$ cat config.mk
export PLATFORM = sky130hd
export DESIGN_NAME = colored_noise_generator
export DESIGN_NICKNAME = d
export VERILOG_FILES = /design/src/sv/cng_pkg.sv /design/src/sv/colored_noise_generator.sv /design/src/sv/cng_xorshift.sv /design/src/sv/cng_serial_mult.sv /design/src/sv/cng_datapath.sv
export SDC_FILE = /design/constraint.sdc
export NUM_CORES = 2
export LEC_CHECK = 0
export BUFFER_PORTS_ARGS = -buffer_cell sky130_fd_sc_hd__clkbuf_2
export CORE_MARGIN = 3
export CORE_UTILIZATION = 30
export DETAILED_ROUTE_END_ITERATION = 6
export PLACE_DENSITY = 0.41
export SYNTH_ARGS = -nofsm -noshare
export SYNTH_HDL_FRONTEND = slang
export SYNTH_HIERARCHICAL = 1
export SYNTH_SLANG_ARGS = --single-unit
$ cat constraint.sdc
create_clock -name clk -period 11.5 [get_ports clk]
set_input_delay 1.725 -clock clk [delete_from_list [all_inputs] [get_ports clk]]
set_output_delay 1.725 -clock clk [all_outputs]
set_load 0.05 [all_outputs]
$ cat src/sv/cng_pkg.sv
// ----------------------------------------------------------------------------
// cng_pkg: shared types and constants for the colored noise generator
// Number formats, shaping coefficients, register indexes and the saturation
// helper used by the datapath and the top level.
// ----------------------------------------------------------------------------
package cng_pkg;

	// Fixed-point format of internal values.
	localparam int FRAC_BITS   = 20;
	localparam int OUT_SCALE   = 32000;
	localparam int DATA_W      = 32;
	localparam int WIDE_W      = 40;
	localparam int OUT_W       = 16;
	localparam int ENV_W       = 16;
	localparam int COEF_W      = 17;
	localparam int SEED_W      = 32;
	localparam int SC_W        = FRAC_BITS + 2;
	localparam int WHITE_SHIFT = 31 - FRAC_BITS;

	// Serial multiplier operand and product widths.
	localparam int A_W       = DATA_W + 1;
	localparam int B_W       = COEF_W;
	localparam int P_W       = A_W + B_W + 1;
	localparam int MUL_CNT_W = $clog2(B_W);
	localparam int MUL_LAST  = B_W - 1;

	localparam int ROUND16 = 1 << 15;
	localparam int ROUND12 = 1 << 11;
	localparam logic signed [DATA_W-1:0] ONE_FX = 32'sd1 <<< FRAC_BITS;

	localparam logic [SEED_W-1:0] SEED_FALLBACK = 32'h9E3779B9;

	// Shaping coefficients, Q16.
	localparam logic [COEF_W-1:0] K_PA_POLE = 17'd65382;
	localparam logic [COEF_W-1:0] K_PA_IN   = 17'd6491;
	localparam logic [COEF_W-1:0] K_PB_POLE = 17'd63111;
	localparam logic [COEF_W-1:0] K_PB_IN   = 17'd19432;
	localparam logic [COEF_W-1:0] K_PC_POLE = 17'd37356;
	localparam logic [COEF_W-1:0] K_PC_IN   = 17'd68989;
	localparam logic [COEF_W-1:0] K_PD_IN   = 17'd12111;
	localparam logic [COEF_W-1:0] K_BR_POLE = 17'd65208;
	localparam logic [COEF_W-1:0] K_BR_IN   = 17'd3277;
	localparam logic [COEF_W-1:0] K_OUT     = COEF_W'(OUT_SCALE);

	// Colour and filter codes.
	localparam logic [1:0] COLOR_PINK  = 2'd1;
	localparam logic [1:0] COLOR_BROWN = 2'd2;
	localparam logic [1:0] FILT_LOW    = 2'd1;
	localparam logic [1:0] FILT_BAND   = 2'd2;

	// Command codes.
	localparam logic CMD_RESTART = 1'b1;

	// Configuration register indexes.
	localparam int REG_IDX_W = 3;
	localparam logic [REG_IDX_W-1:0] REG_COLOR  = 3'd0;
	localparam logic [REG_IDX_W-1:0] REG_FILTER = 3'd1;
	localparam logic [REG_IDX_W-1:0] REG_LOW    = 3'd2;
	localparam logic [REG_IDX_W-1:0] REG_HIGH   = 3'd3;
	localparam logic [REG_IDX_W-1:0] REG_SEED   = 3'd4;

	typedef logic signed [DATA_W-1:0] word_t;
	typedef logic signed [WIDE_W-1:0] wide_t;

	typedef struct packed {
		logic [1:0]        color;
		logic [1:0]        filter;
		logic [COEF_W-1:0] low_coef;
		logic [COEF_W-1:0] high_coef;
		logic [SEED_W-1:0] seed;
	} cfg_t;

	typedef struct packed {
		logic              valid;
		logic signed [OUT_W-1:0] sample;
		logic              clipped;
	} res_t;

	// Saturate a wide signed value to the 32-bit range.
	function automatic word_t sat32(input wide_t v);
		if (v > 40'sd2147483647) begin
			return 32'sh7FFFFFFF;
		end else if (v < -40'sd2147483648) begin
			return 32'sh80000000;
		end
		return v[DATA_W-1:0];
	endfunction

endpackage

$ cat src/sv/colored_noise_generator.sv
// ----------------------------------------------------------------------------
// colored_noise_generator: xorshift32 white, pink and brown noise source
// Configuration registers, input and output word handshakes around the
// serial shaping and filtering datapath.
// ----------------------------------------------------------------------------
// Usage
// Input words carry cmd and envelope on in_valid / in_stall; a word is taken
// when in_valid is high and in_stall low. Each input word yields exactly one
// output word (sample, clipped) on out_valid / out_stall.
// A restart word (cmd 1) reloads the generator from the seed register and clears
// every shaping and filter state; its output word is zero.
// A sample word walks its products one by one through a bit-serial
// multiplier of 17 steps. White with no filter is the shortest case;
// pink noise through the band filter is the longest. One word is
// worked on at a time.
// The output register holds a finished word while the receiver stalls, and
// the next input word is taken and worked on meanwhile; its result then
// waits in the datapath until the output register frees.
// Reset clears the registers to their defaults (white, bypass, both pole
// coefficients one, seed zero) and loads the generator with its fallback.
// Configuration is written through cfg_write, cfg_index and cfg_data while
// the block is idle; there is no read-back.
// ----------------------------------------------------------------------------
module colored_noise_generator
	import cng_pkg::*;
(
	input  logic                    clk,
	input  logic                    arst_n,
	input  logic                    cfg_write,
	input  logic [REG_IDX_W-1:0]    cfg_index,
	input  logic [SEED_W-1:0]       cfg_data,
	input  logic                    in_valid,
	output logic                    in_stall,
	input  logic                    cmd,
	input  logic [ENV_W-1:0]        envelope,
	output logic                    out_valid,
	input  logic                    out_stall,
	output logic signed [OUT_W-1:0] sample,
	output logic                    clipped
);

	cfg_t                    cfg_q;
	res_t                    res;
	logic                    dp_idle;
	logic                    take;
	logic                    out_valid_q;
	logic signed [OUT_W-1:0] out_sample_q;
	logic                    out_clip_q;

	// Configuration registers.
	always_ff @(posedge clk or negedge arst_n) begin
		if (!arst_n) begin
			cfg_q.color     <= '0;
			cfg_q.filter    <= '0;
			cfg_q.low_coef  <= 17'd65536;
			cfg_q.high_coef <= 17'd65536;
			cfg_q.seed      <= '0;
		end else if (cfg_write) begin
			unique case (cfg_index)
				REG_COLOR:  cfg_q.color     <= cfg_data[1:0];
				REG_FILTER: cfg_q.filter    <= cfg_data[1:0];
				REG_LOW:    cfg_q.low_coef  <= cfg_data[COEF_W-1:0];
				REG_HIGH:   cfg_q.high_coef <= cfg_data[COEF_W-1:0];
				REG_SEED:   cfg_q.seed      <= cfg_data;
				default: ;
			endcase
		end
	end

	cng_datapath u_dp (
		.clk      (clk),
		.arst_n   (arst_n),
		.start    (in_valid && !in_stall),
		.cmd      (cmd),
		.envelope (envelope),
		.cfg      (cfg_q),
		.take     (take),
		.idle     (dp_idle),
		.res      (res)
	);

	assign in_stall = !dp_idle;

	// Output register: loads a finished word when empty or being drained.
	assign take = res.valid && (!out_valid_q || !out_stall);

	always_ff @(posedge clk or negedge arst_n) begin
		if (!arst_n) begin
			out_valid_q <= 1'b0;
		end else if (take) begin
			out_valid_q <= 1'b1;
		end else if (!out_stall) begin
			out_valid_q <= 1'b0;
		end
	end

	always_ff @(posedge clk) begin
		if (take) begin
			out_sample_q <= res.sample;
			out_clip_q   <= res.clipped;
		end
	end

	assign out_valid = out_valid_q;
	assign sample    = out_sample_q;
	assign clipped   = out_clip_q;

	a_busy_after_accept: assert property (@(posedge clk) disable iff (!arst_n)
		(in_valid && !in_stall) |=> in_stall)
		else $error("input taken without the datapath turning busy");

	a_out_hold: assert property (@(posedge clk) disable iff (!arst_n)
		(out_valid && out_stall) |=> out_valid)
		else $error("stalled output word dropped");

	a_out_stable: assert property (@(posedge clk) disable iff (!arst_n)
		(out_valid && out_stall) |=> ($stable(sample) && $stable(clipped)))
		else $error("stalled output word changed");

endmodule

$ cat src/sv/cng_xorshift.sv
// ----------------------------------------------------------------------------
// cng_xorshift: xorshift32 white noise source
// Holds the generator state, steps it on request, reloads it from the seed
// and presents the current state as a centred fixed-point white sample.
// ----------------------------------------------------------------------------
module cng_xorshift
	import cng_pkg::*;
(
	input  logic              clk,
	input  logic              arst_n,
	input  logic              load,
	input  logic              advance,
	input  logic [SEED_W-1:0] seed,
	output word_t             white
);

	logic [SEED_W-1:0] rng_q;
	logic [SEED_W-1:0] t1, t2, t3;
	word_t             centred;

	// One xorshift step with shifts 13, 17 and 5.
	always_comb begin
		t1 = rng_q ^ (rng_q << 13);
		t2 = t1 ^ (t1 >> 17);
		t3 = t2 ^ (t2 << 5);
	end

	always_ff @(posedge clk or negedge arst_n) begin
		if (!arst_n) begin
			rng_q <= SEED_FALLBACK;
		end else if (load) begin
			rng_q <= (seed == '0) ? SEED_FALLBACK : seed;
		end else if (advance) begin
			rng_q <= t3;
		end
	end

	// Removing the offset of 2^31 is a flip of the top bit.
	assign centred = {~rng_q[SEED_W-1], rng_q[SEED_W-2:0]};
	assign white   = centred >>> WHITE_SHIFT;

endmodule

$ cat src/sv/cng_serial_mult.sv
// ----------------------------------------------------------------------------
// cng_serial_mult: bit-serial signed by unsigned multiplier
// Consumes one bit of the unsigned operand per cycle, least significant bit
// first, and shifts the partial product right into a low shift register.
// ----------------------------------------------------------------------------
module cng_serial_mult
	import cng_pkg::*;
(
	input  logic                  clk,
	input  logic                  arst_n,
	input  logic                  start,
	input  logic signed [A_W-1:0] a,
	input  logic [B_W-1:0]        b,
	output logic                  done,
	output logic signed [P_W-1:0] product
);

	logic signed [A_W-1:0]   a_q;
	logic [B_W-1:0]          b_q;
	logic signed [A_W:0]     hi_q;
	logic [B_W-1:0]          lo_q;
	logic [MUL_CNT_W-1:0]    cnt_q;
	logic                    busy_q;
	logic                    done_q;
	logic signed [A_W+1:0]   sum;

	// Add the multiplicand when the current multiplier bit is set.
	assign sum = (A_W+2)'(hi_q) + (b_q[0] ? (A_W+2)'(a_q) : '0);

	always_ff @(posedge clk or negedge arst_n) begin
		if (!arst_n) begin
			busy_q <= 1'b0;
			done_q <= 1'b0;
			cnt_q  <= '0;
		end else if (start) begin
			busy_q <= 1'b1;
			done_q <= 1'b0;
			cnt_q  <= '0;
		end else if (busy_q) begin
			cnt_q <= cnt_q + 1'b1;
			if (cnt_q == MUL_CNT_W'(MUL_LAST)) begin
				busy_q <= 1'b0;
				done_q <= 1'b1;
			end
		end else begin
			done_q <= 1'b0;
		end
	end

	// Operand and partial product shift registers.
	always_ff @(posedge clk) begin
		if (start) begin
			a_q  <= a;
			b_q  <= b;
			hi_q <= '0;
			lo_q <= '0;
		end else if (busy_q) begin
			hi_q <= sum[A_W+1:1];
			lo_q <= {sum[0], lo_q[B_W-1:1]};
			b_q  <= b_q >> 1;
		end
	end

	assign done    = done_q;
	assign product = {hi_q, lo_q};

	a_start_idle: assert property (@(posedge clk) disable iff (!arst_n)
		start |-> !busy_q)
		else $error("multiplier started while busy");

	a_start_busy: assert property (@(posedge clk) disable iff (!arst_n)
		start |=> busy_q)
		else $error("multiplier did not begin after start");

	a_done_end: assert property (@(posedge clk) disable iff (!arst_n)
		done_q |-> ($past(busy_q) && !busy_q))
		else $error("product flagged without a finished run");

endmodule

$ cat src/sv/cng_datapath.sv
// ----------------------------------------------------------------------------
// cng_datapath: sequencer and filter state of the noise generator
// Steps one word through colour shaping, filtering, envelope and output
// scaling, issuing every product to the shared bit-serial multiplier.
// ----------------------------------------------------------------------------
module cng_datapath
	import cng_pkg::*;
(
	input  logic             clk,
	input  logic             arst_n,
	input  logic             start,
	input  logic             cmd,
	input  logic [ENV_W-1:0] envelope,
	input  cfg_t             cfg,
	input  logic             take,
	output logic             idle,
	output res_t             res
);

	// Sequencer states.
	localparam logic [2:0] ST_IDLE  = 3'd0;
	localparam logic [2:0] ST_RNG   = 3'd1;
	localparam logic [2:0] ST_SEL   = 3'd2;
	localparam logic [2:0] ST_ISSUE = 3'd3;
	localparam logic [2:0] ST_WAIT  = 3'd4;
	localparam logic [2:0] ST_POST  = 3'd5;
	localparam logic [2:0] ST_DONE  = 3'd6;

	// Micro-operations.
	localparam logic [3:0] OP_PA1 = 4'd0;
	localparam logic [3:0] OP_PA2 = 4'd1;
	localparam logic [3:0] OP_PB1 = 4'd2;
	localparam logic [3:0] OP_PB2 = 4'd3;
	localparam logic [3:0] OP_PC1 = 4'd4;
	localparam logic [3:0] OP_PC2 = 4'd5;
	localparam logic [3:0] OP_PD  = 4'd6;
	localparam logic [3:0] OP_PX  = 4'd7;
	localparam logic [3:0] OP_BR1 = 4'd8;
	localparam logic [3:0] OP_BR2 = 4'd9;
	localparam logic [3:0] OP_BX  = 4'd10;
	localparam logic [3:0] OP_HI  = 4'd11;
	localparam logic [3:0] OP_LO  = 4'd12;
	localparam logic [3:0] OP_ENV = 4'd13;
	localparam logic [3:0] OP_OUT = 4'd14;

	logic [2:0]              state_q;
	logic [3:0]              op_q;
	logic [ENV_W-1:0]        env_q;
	word_t                   x_q, y_q;
	word_t                   pa_q, pb_q, pc_q, br_q, hi_q, lo_q;
	wide_t                   t0_q, sum_q;
	logic signed [SC_W-1:0]  sc_q;
	logic                    clip_q;
	logic signed [OUT_W-1:0] res_sample_q;
	logic                    res_clip_q;

	word_t                   white;
	logic signed [A_W-1:0]   mul_a;
	logic [B_W-1:0]          mul_b;
	logic                    mul_start;
	logic                    mul_done;
	logic signed [P_W-1:0]   prod;
	logic signed [P_W-1:0]   p_r16, p_r12, q_full;
	wide_t                   r16_w, base, br7;
	word_t                   sum2_sat, scaled, x_new, lo_y;
	logic signed [SC_W-1:0]  sc_new;
	logic                    clip_new;
	logic                    is_mul_op;
	logic [3:0]              filt_op;

	cng_xorshift u_rng (
		.clk     (clk),
		.arst_n  (arst_n),
		.load    (start && (cmd == CMD_RESTART)),
		.advance (state_q == ST_RNG),
		.seed    (cfg.seed),
		.white   (white)
	);

	cng_serial_mult u_mult (
		.clk     (clk),
		.arst_n  (arst_n),
		.start   (mul_start),
		.a       (mul_a),
		.b       (mul_b),
		.done    (mul_done),
		.product (prod)
	);

	// Operand selection for the current micro-operation.
	always_comb begin
		mul_a = '0;
		mul_b = '0;
		unique case (op_q) inside
			OP_PA1: begin
				mul_a = A_W'(pa_q);
				mul_b = K_PA_POLE;
			end
			OP_PA2: begin
				mul_a = A_W'(white);
				mul_b = K_PA_IN;
			end
			OP_PB1: begin
				mul_a = A_W'(pb_q);
				mul_b = K_PB_POLE;
			end
			OP_PB2: begin
				mul_a = A_W'(white);
				mul_b = K_PB_IN;
			end
			OP_PC1: begin
				mul_a = A_W'(pc_q);
				mul_b = K_PC_POLE;
			end
			OP_PC2: begin
				mul_a = A_W'(white);
				mul_b = K_PC_IN;
			end
			OP_PD: begin
				mul_a = A_W'(white);
				mul_b = K_PD_IN;
			end
			OP_BR1: begin
				mul_a = A_W'(br_q);
				mul_b = K_BR_POLE;
			end
			OP_BR2: begin
				mul_a = A_W'(white);
				mul_b = K_BR_IN;
			end
			OP_HI: begin
				mul_a = A_W'(x_q) - A_W'(hi_q);
				mul_b = cfg.high_coef;
			end
			OP_LO: begin
				mul_a = A_W'(x_q) - A_W'(lo_q);
				mul_b = cfg.low_coef;
			end
			OP_ENV: begin
				mul_a = A_W'(y_q);
				mul_b = B_W'(env_q);
			end
			OP_OUT: begin
				mul_a = A_W'(sc_q);
				mul_b = K_OUT;
			end
			default: begin
				mul_a = '0;
				mul_b = '0;
			end
		endcase
	end

	assign is_mul_op = (op_q != OP_PX) && (op_q != OP_BX);
	assign mul_start = (state_q == ST_ISSUE) && is_mul_op;

	// Rounding of the product and the accumulate adder.
	always_comb begin
		p_r16 = (prod + P_W'(ROUND16)) >>> 16;
		r16_w = WIDE_W'(p_r16);
		case (op_q) inside
			OP_HI:   base = WIDE_W'(hi_q);
			OP_LO:   base = WIDE_W'(lo_q);
			default: base = t0_q;
		endcase
		sum2_sat = sat32(base + r16_w);
		lo_y = (cfg.filter == FILT_BAND) ?
			sat32(WIDE_W'(hi_q) - WIDE_W'(sum2_sat)) : sum2_sat;
	end

	// Colour outputs and choice of the first filter step.
	always_comb begin
		br7 = (WIDE_W'(br_q) <<< 3) - WIDE_W'(br_q);
		case (op_q) inside
			OP_PX:   x_new = sat32((sum_q + 40'sd2) >>> 2);
			OP_BX:   x_new = sat32((br7 + 40'sd1) >>> 1);
			default: x_new = white;
		endcase
		if (cfg.filter == FILT_LOW) begin
			filt_op = OP_LO;
		end else if (cfg.filter == FILT_BAND) begin
			filt_op = OP_HI;
		end else begin
			filt_op = OP_ENV;
		end
	end

	// Envelope rounding, clamp and output scaling.
	always_comb begin
		p_r12  = (prod + P_W'(ROUND12)) >>> 12;
		scaled = sat32(WIDE_W'(p_r12));
		if (scaled > ONE_FX) begin
			sc_new   = SC_W'(ONE_FX);
			clip_new = 1'b1;
		end else if (scaled < -ONE_FX) begin
			sc_new   = SC_W'(-ONE_FX);
			clip_new = 1'b1;
		end else begin
			sc_new   = SC_W'(scaled);
			clip_new = 1'b0;
		end
		if (prod < 0) begin
			q_full = (prod + P_W'(ONE_FX - 32'sd1)) >>> FRAC_BITS;
		end else begin
			q_full = prod >>> FRAC_BITS;
		end
	end

	// Sequencer and state registers.
	always_ff @(posedge clk or negedge arst_n) begin
		if (!arst_n) begin
			state_q <= ST_IDLE;
			op_q    <= OP_ENV;
			pa_q    <= '0;
			pb_q    <= '0;
			pc_q    <= '0;
			br_q    <= '0;
			hi_q    <= '0;
			lo_q    <= '0;
		end else begin
			unique case (state_q)
				ST_IDLE: begin
					if (start) begin
						if (cmd == CMD_RESTART) begin
							pa_q    <= '0;
							pb_q    <= '0;
							pc_q    <= '0;
							br_q    <= '0;
							hi_q    <= '0;
							lo_q    <= '0;
							state_q <= ST_DONE;
						end else begin
							state_q <= ST_RNG;
						end
					end
				end
				ST_RNG: begin
					state_q <= ST_SEL;
				end
				ST_SEL: begin
					if (cfg.color == COLOR_PINK) begin
						op_q <= OP_PA1;
					end else if (cfg.color == COLOR_BROWN) begin
						op_q <= OP_BR1;
					end else begin
						op_q <= filt_op;
					end
					state_q <= ST_ISSUE;
				end
				ST_ISSUE: begin
					state_q <= is_mul_op ? ST_WAIT : ST_POST;
				end
				ST_WAIT: begin
					if (mul_done) begin
						state_q <= ST_POST;
					end
				end
				ST_POST: begin
					state_q <= ST_ISSUE;
					unique case (op_q)
						OP_PA1: op_q <= OP_PA2;
						OP_PA2: begin
							pa_q <= sum2_sat;
							op_q <= OP_PB1;
						end
						OP_PB1: op_q <= OP_PB2;
						OP_PB2: begin
							pb_q <= sum2_sat;
							op_q <= OP_PC1;
						end
						OP_PC1: op_q <= OP_PC2;
						OP_PC2: begin
							pc_q <= sum2_sat;
							op_q <= OP_PD;
						end
						OP_PD:  op_q <= OP_PX;
						OP_PX:  op_q <= filt_op;
						OP_BR1: op_q <= OP_BR2;
						OP_BR2: begin
							br_q <= sum2_sat;
							op_q <= OP_BX;
						end
						OP_BX:  op_q <= filt_op;
						OP_HI: begin
							hi_q <= sum2_sat;
							op_q <= OP_LO;
						end
						OP_LO: begin
							lo_q <= sum2_sat;
							op_q <= OP_ENV;
						end
						OP_ENV: op_q <= OP_OUT;
						OP_OUT: state_q <= ST_DONE;
						default: state_q <= ST_DONE;
					endcase
				end
				ST_DONE: begin
					if (take) begin
						state_q <= ST_IDLE;
					end
				end
				default: state_q <= ST_IDLE;
			endcase
		end
	end

	// Working values that need no reset.
	always_ff @(posedge clk) begin
		if ((state_q == ST_IDLE) && start) begin
			env_q        <= envelope;
			res_sample_q <= '0;
			res_clip_q   <= 1'b0;
		end
		if ((state_q == ST_SEL) && (cfg.color != COLOR_PINK)
				&& (cfg.color != COLOR_BROWN)) begin
			x_q <= x_new;
			y_q <= x_new;
		end
		if (state_q == ST_POST) begin
			case (op_q) inside
				OP_PA1, OP_PB1, OP_PC1, OP_BR1: t0_q <= r16_w;
				OP_PD: sum_q <= WIDE_W'(pa_q) + WIDE_W'(pb_q) + WIDE_W'(pc_q) + r16_w;
				OP_PX, OP_BX: begin
					x_q <= x_new;
					y_q <= x_new;
				end
				OP_LO:  y_q <= lo_y;
				OP_ENV: begin
					sc_q   <= sc_new;
					clip_q <= clip_new;
				end
				OP_OUT: begin
					res_sample_q <= q_full[OUT_W-1:0];
					res_clip_q   <= clip_q;
				end
				default: ;
			endcase
		end
	end

	assign idle        = (state_q == ST_IDLE);
	assign res.valid   = (state_q == ST_DONE);
	assign res.sample  = res_sample_q;
	assign res.clipped = res_clip_q;

endmodule

==> Word-level counts from Yosys, hierarchy flattened <==
Index checks and enable logic that the tools add are counted.
{ "totals": {"word_cells": 265, "romBits": 0, "latchBits": 0, "reg_bits": 622, "memories": 0, "ramBits": 0, "in_bits": 57, "out_inout_bits": 19} }
{ "classes": {"muxes": 108, "magnitude_cmp": 13, "n_addsub": 15, "n_mul": 0, "reduce_logical": 41, "n_eq_ne": 46, "bitwise": 8, "n_shift": 0, "n_div": 0} }
{ "op_table": {"columns": ["op", "count"], "rows": [
  ["$mux 32", 40],
  ["$pmux 32 s2", 6],
  ["$pmux 33 s9", 1],
  ["$pmux 17 s13", 1],
  ["$mux 16", 9],
  ["$sub 32x32->33", 3],
  ["$add 40x35->40", 2],
  ["$gt 40x32->1 const B", 2],
  ["$lt 40x32->1 const B", 2],
  ["$mux 40", 2],
  ["$gt 39x32->1 const B", 2],
  ["$lt 39x32->1 const B", 2],
  ["$xor 32x32->32", 2],
  ["$pmux 4 s13", 1],
  ["$add 51x13->51 const B", 1],
  ["$add 51x17->51 const B", 1],
  ["$lt 51x1->1 const B", 1],
  ["$add 40x3->40 const B", 1],
  ["$gt 38x32->1 const B", 1],
  ["$lt 38x32->1 const B", 1],
  ["$add 36x2->37 const B", 1],
  ["$add 36x21->36 const B", 1],
  ["$sub 35x32->36", 1],
  ["$add 35x35->35", 1],
  ["47 further kinds", 146]
]} }

==> Depth between registers and ports, before layout <==
{ "logic_depth": {"word_depth": 19, "mapped_depth": 42, "ltp_nobuf": 36} }

==> By module <==
The synthesis kept the hierarchy.
{ "modules_own_cells": {"columns": ["module", "seq_area_each_um2", "instances", "area_per_inst_um2", "cells_per_inst"], "rows": [
  ["cng_datapath", 9878.2, 1, 31173.6, 3693],
  ["cng_serial_mult", 2697.6, 1, 5818.1, 570],
  ["colored_noise_generator", 2289.7, 1, 3285.7, 174],
  ["cng_xorshift", 825.8, 1, 2695.1, 281]
]} }

==> Worst setup path before layout <==
No wires, ideal clock.
{ "synth_timing": {"kind": "flip-flop to flip-flop", "startpoint": "register u_dp.op_q[3]", "endpoint": "register u_dp.y_q[26]", "required_ns": 11.369, "period_less_slack_ns": 8.211, "path_stages_with_launch": 40, "path_slack_ns": 3.289, "arrival_time_ns": 8.079, "path_buffers": 6, "setup_time_ns": 0.131, "path_cell_list": "dfstp_2 > buf_2 > nand4b_1 > nand2_1 > clkbuf_1 > clkbuf_1 > nor2_1 > nor2_1 > ha_1 > inv_1 > fa_1 > nor2b_1 > o21ai_0 > a21oi_1 > nor2_1 > a211oi_1 > a21oi_1 > o31a_1 > [4 not listed] > clkbuf_1 > clkbuf_1 > nand2_1 > fa_1 > a21o_1 > a21o_1 > a211o_1 > o211ai_1 > a21oi_1 > a21o_1 > a22o_1 > a21oi_1 > o21ai_0 > a311o_1 > clkbuf_1 > a21o_1 > nand3_1 > o211ai_1"} }
{ "synth_via": {"elab_chain_cells": 19, "word_cells_on_any_way": 36, "classes_between": "add/sub: 2; order compare: 4; eq/ne: 8; mux: 19; reduce/logical: 3"} }
{ "synth_lines": {"columns": ["item", "line_no", "rtl"], "rows": [
  ["from (decl)", "cng_datapath.sv:47", "logic [3:0] op_q;"],
  ["from (signal assigned)", "cng_datapath.sv:246", "op_q <= filt_op;"],
  ["from (signal assigned)", "cng_datapath.sv:277", "OP_PX: op_q <= filt_op;"],
  ["from (signal assigned)", "cng_datapath.sv:283", "OP_BX: op_q <= filt_op;"],
  ["$eq 4x4->1 (no source line)", null, null],
  ["$mux 40 (2 in a row)", "cng_datapath.sv:161", "case (op_q) inside"],
  ["$add 40x35->40", "cng_datapath.sv:166", "sum2_sat = sat32(base + r16_w);"],
  ["$lt 40x32->1", "cng_pkg.sv:83", "end else if (v < -40'sd2147483648) begin"],
  ["$mux 1", "cng_pkg.sv:83", null],
  ["$mux 1", "cng_pkg.sv:81", "if (v > 40'sd2147483647) begin"],
  ["$mux 32", "cng_pkg.sv:86", "return v[DATA_W-1:0];"],
  ["$sub 32x32->33", "cng_datapath.sv:168", "sat32(WIDE_W'(hi_q) - WIDE_W'(sum2_sat)) : sum2_sat;"],
  ["$lt 40x32->1", "cng_pkg.sv:83", null],
  ["$mux 1", "cng_pkg.sv:83", null],
  ["$mux 1", "cng_pkg.sv:81", null],
  ["$mux 32", "cng_pkg.sv:86", null],
  ["$mux 32", "cng_datapath.sv:167", "lo_y = (cfg.filter == FILT_BAND) ?"],
  ["$mux 32 (4 in a row)", "cng_datapath.sv:320", "case (op_q) inside"],
  ["$mux 32 (*)", "cng_datapath.sv:319", "if (state_q == ST_POST) begin"],
  ["to (signal assigned)", "cng_datapath.sv:317", "y_q <= x_new;"],
  ["to (signal assigned)", "cng_datapath.sv:325", "y_q <= x_new;"],
  ["to (signal assigned)", "cng_datapath.sv:327", "OP_LO: y_q <= lo_y;"],
  ["to (decl)", "cng_datapath.sv:49", "word_t x_q, y_q;"]
]} }
Every way passes the cells marked *; elsewhere a longest branch is shown, timed or not.
A chain may end at the register's enable or synchronous reset.

==> Final worst setup path <==
{ "layout_timing": {"startpoint": "register u_dp.u_mult.hi_q[6]", "endpoint": "register u_dp.y_q[7]"} }
{ "layout_via": {"elab_chain_cells": 17, "word_cells_on_any_way": 21, "classes_between": "add/sub: 3; order compare: 4; mux: 14"} }
{ "layout_lines": {"columns": ["item", "line_no", "rtl"], "rows": [
  ["from (decl)", "cng_serial_mult.sv:20", "logic signed [A_W:0] hi_q;"],
  ["from (signal assigned)", "cng_serial_mult.sv:58", "hi_q <= sum[A_W+1:1];"],
  ["$add 51x17->51 (*)", "cng_datapath.sv:159", "p_r16 = (prod + P_W'(ROUND16)) >>> 16;"],
  ["net u_dp.p_r16[14]", "cng_datapath.sv:63", "logic signed [P_W-1:0] p_r16, p_r12, q_full;"],
  ["$add 40x35->40 (*)", "cng_datapath.sv:166", null],
  ["$lt 40x32->1", "cng_pkg.sv:83", null],
  ["$mux 1", "cng_pkg.sv:83", null],
  ["$mux 1", "cng_pkg.sv:81", null],
  ["$mux 32 (*)", "cng_pkg.sv:86", null],
  ["$sub 32x32->33", "cng_datapath.sv:168", null],
  ["$lt 40x32->1", "cng_pkg.sv:83", null],
  ["$mux 1", "cng_pkg.sv:83", null],
  ["$mux 1", "cng_pkg.sv:81", null],
  ["$mux 32", "cng_pkg.sv:86", null],
  ["$mux 32 (*)", "cng_datapath.sv:167", null],
  ["$mux 32 (*) (4 in a row)", "cng_datapath.sv:320", null],
  ["$mux 32 (*)", "cng_datapath.sv:319", null]
]} }
Mark *: on every way through the listed nets, which the timed path passes. The rest lies on a longest branch.

==> out/metrics.yaml <==
die_h_um: 384.5
cp.arrival_ps: 10610
layout-drive-gt1-share_pct: 11.28
ys_ff_latch: 617
cts_tree: "done"
drt_iter0_drc: 3186
min_period_ps: 10050
hold_viol: 0
final_cells: 6639
whs_path_depth: 0
grt_remaining_overflow: 0
synthFlopType: "dfrtp_1"
drt-total-wl_mm: 173.0
portBuffers: 75
clk_path_buf_depth: 3
gp_congestion: 0.9103
cts_sinks: 617
grt_max_degree: 144
ios: 76
avgSynthCellArea_um2: 9.108
rsz0062_at_grt: "false"
syn_to_final_growth_pct: 11.64
ctsHoldBuffers: 0
wl_per_cell_um: 26.06
slew_violations: 0
drt.antenna.violating_nets: 0
internal_power_mw: 3.999
drc_errors: 0
seq_power_share_pct: 44.8
placementRows: 138
cp-end-kind: "flop"
grt_use_total_pct: 23.07
leakage_nw: 19.85
vdd.ir_drop.worst_mv: 0.1019
run_status: "completed"
fmax_mhz: 99.46
pwr-share-comb_pct: 3.1
switching_share_pct: 23.56
cts-buffers-inserted: 81
cp_max_fo: 31
cts_setup_buffers: 0
final_area_mm2: 0.04797
relSlewSlack_pct: 12.38
via_per_inst: 5.456
ys_seq_area_share_pct: 36.51
syn_nets: 5051
tightest_slew_ps: 1305
async_flop_share_pct: 50.08
power_density_mw_per_mm2: 109.1
hold_path_class: "flop to flop"
start_util_pct: 30.28
fin_crit_sh_pct: 87.43
cp-start-kind: "flop"
synth.cell_area_mm2: 0.04297
synth_edf_count: 176
ys_warn_count: 6
yosysTopAreaCell: "dfrtp_1"
critPathMostFrequentCell: "a21o_1"
clockPowerShare_pct: 52.1
finalSetupTns_ps: 0
first_pass_iters: 6
cts_resized: 0
r2r_cells: 32
grt_pass1_wl_mm: 251.0
num_vias: 36220
drv_cap: 0
postSynthCellCount: 4718
clkTransAtPathRegs_ps: 60
coreArea_mm2: 0.1419
worstSetupPathType: "flop to flop"
place_area_mm2: 0.04509
root_buffer: "clkbuf_16"
clk_latency_ps: 690
die_area_mm2: 0.1478
cp.required_ps: 12060
cpPeakStageDelay_ps: 940
htreeDepth: 3
finalClockSkew_ps: 28.20
dpl.hpwl_mm: 133.9
ys_top_cells_by_area: "dfrtp_1 (17%), edfxtp_1 (12%), dfxtp_1 (6.1%)"
synth_cell_type_count: 128
grt_pass1_vias: 35080
nets: 5007
dp_cells: 6481
antenna_found_initial: 5
setup_viol: 0
synth_top_area_share_pct: 16.54
net-switching-power_mw: 1.233
critPathSlowestCell: "mux2i_4"
die_x_um: 384.5
-- worst paths after layout --
check                                      startpoint                    to  slack [ps]
worst max-delay path              u_dp/u_mult/hi_q[6]           u_dp/y_q[7]        1450
worst min-delay path            u_dp/res_sample_q[10]            sample[10]         430
worst max register to register    u_dp/u_mult/hi_q[6]           u_dp/y_q[7]        1450
worst min register to register  u_dp/res_sample_q[10]            sample[10]         430
max in group asynchronous                      arst_n         u_dp/br_q[12]        8470
min in group asynchronous                      arst_n  u_dp/u_mult/cnt_q[0]         940
-- power groups by stage --
stage	registers, mW	logic (mW)	clock network, mW
after floorplan	2.36	0.0938	0
after global placement	2.39	0.165	0
after detailed placement	2.39	0.164	0
after CTS	2.35	0.164	2.81
after global routing	2.35	0.178	2.89
final	2.34	0.162	2.73
-- Yosys cell counts (13+ instances only) --
| cell type | n |
|---|---|
| nand2_1 | 472 |
| nand4_1 | 61 |
| a221o_1 | 14 |
| o21ai_0 | 365 |
| o22ai_1 | 35 |
| dfrtp_1 | 284 |
| buf_2 | 23 |
| o21ai_1 | 56 |
| a21o_1 | 118 |
| a22o_1 | 35 |
| xnor2_1 | 203 |
| o21a_1 | 40 |
| a221oi_1 | 14 |
| dfstp_2 | 25 |
| o21bai_1 | 29 |
| xor2_1 | 132 |
| a211oi_1 | 57 |
| buf_1 | 13 |
| a21oi_1 | 315 |
| o211ai_1 | 43 |
| ha_1 | 205 |
| nand3_1 | 119 |
| edfxtp_1 | 176 |
| inv_1 | 208 |
| fa_1 | 71 |
| nor2b_1 | 37 |
| buf_4 | 33 |
| nor3_1 | 91 |
| mux2i_1 | 66 |
| and4_1 | 22 |
| mux2_2 | 76 |
| and3_1 | 25 |
| nor4_1 | 26 |
| a22oi_1 | 95 |
| a21boi_0 | 20 |
| or3_1 | 18 |
| a31oi_1 | 34 |
| dfxtp_1 | 132 |
| clkbuf_1 | 183 |
| nand2b_1 | 35 |
| nor2_1 | 347 |
| o31ai_1 | 39 |
| and2_1 | 52 |
| or2_2 | 18 |
| buf_6 | 15 |
-- logic make-up after synthesis --
group,Yosys count,share of synthesized area (%)
xor+xnor,356,7.858
flops,617,36.51
compound gates,1419,21.15
mux,156,3.989
fa+ha+maj,276,9.276
simple gates,1397,15.82
buf+inv,497,5.387
-- layout by cell type, fill, tap and decap left out, types with 117 or more instances in the layout --
cell	synthesis	final
o21ai_0	365	364
dfrtp_1	284	283
ha_1	205	205
a21o_1	118	118
inv_1	208	208
a21oi_1	315	314
nand2_1	472	472
nand3_1	119	117
edfxtp_1	176	176
dfxtp_1	132	132
xnor2_1	203	203
nor2_1	347	342
xor2_1	132	132
-- area by class of cell --
type | instances | area (um2)
Fill cell | 14800 | 93960
Multi-Input combinational cell | 3604 | 25210
Sequential cell | 617 | 15690
Clock buffer | 116 | 2412
Tap cell | 1890 | 2365
Timing Repair Buffer | 159 | 1028
Inverter | 211 | 792.0
Clock inverter | 36 | 455.4
Antenna cell | 6 | 15.01
-- through the flow --
| stage | util [%] | hold WS, ps | setup WS (ps) | power [mW] |
|---|---|---|---|---|
| after CTS | 33.79 | 431.8 | 1412 | 5.316 |
| after detailed placement | 31.77 | 416.9 | 1468 | 2.551 |
| after global routing | 33.79 | 445.0 | 740.9 | 5.420 |
| final | 33.80 | 428.7 | 1446 | 5.232 |
| after global placement | 31.77 | 414.3 | 1503 | 2.553 |
| after floorplan | - | 408.1 | 3289 | 2.458 |
-- registers in the layout (all words and copies together) (netlist names), 17 cells and up --
signal,cells
u_dp/u_rng/rng_q,32
u_dp/pc_q,32
u_dp/y_q,32
u_dp/u_mult/b_q,17
u_dp/u_mult/lo_q,17
u_dp/t0_q,35
u_dp/u_mult/hi_q,34
u_dp/sc_q,22
u_dp/pa_q,32
u_dp/u_mult/a_q,33
u_dp/br_q,32
u_dp/x_q,32
u_dp/pb_q,32
u_dp/lo_q,32
u_dp/hi_q,32
cfg_q,70
u_dp/sum_q,35
-- metal layers --
metal  track usage [%]  share of wire, %  up-vias
met5                 0             0.019        -
met4             5.966               2.3        4
met3             4.606               7.0      165
met2             32.22                40     1032
met1             35.58                50    18100
li1                  -                 -    16920
-- critical path, delay by kind of cell, from the launching register on --
kind,cells,cell delay (ps)
mux,1,940
buf+inv,1,260
compound gates,20,4560
simple gates,6,1730
flops,1,730
fa+ha+maj,2,650
xor+xnor,2,1000
No activity file was read; power rests on OpenSTA's default activity.
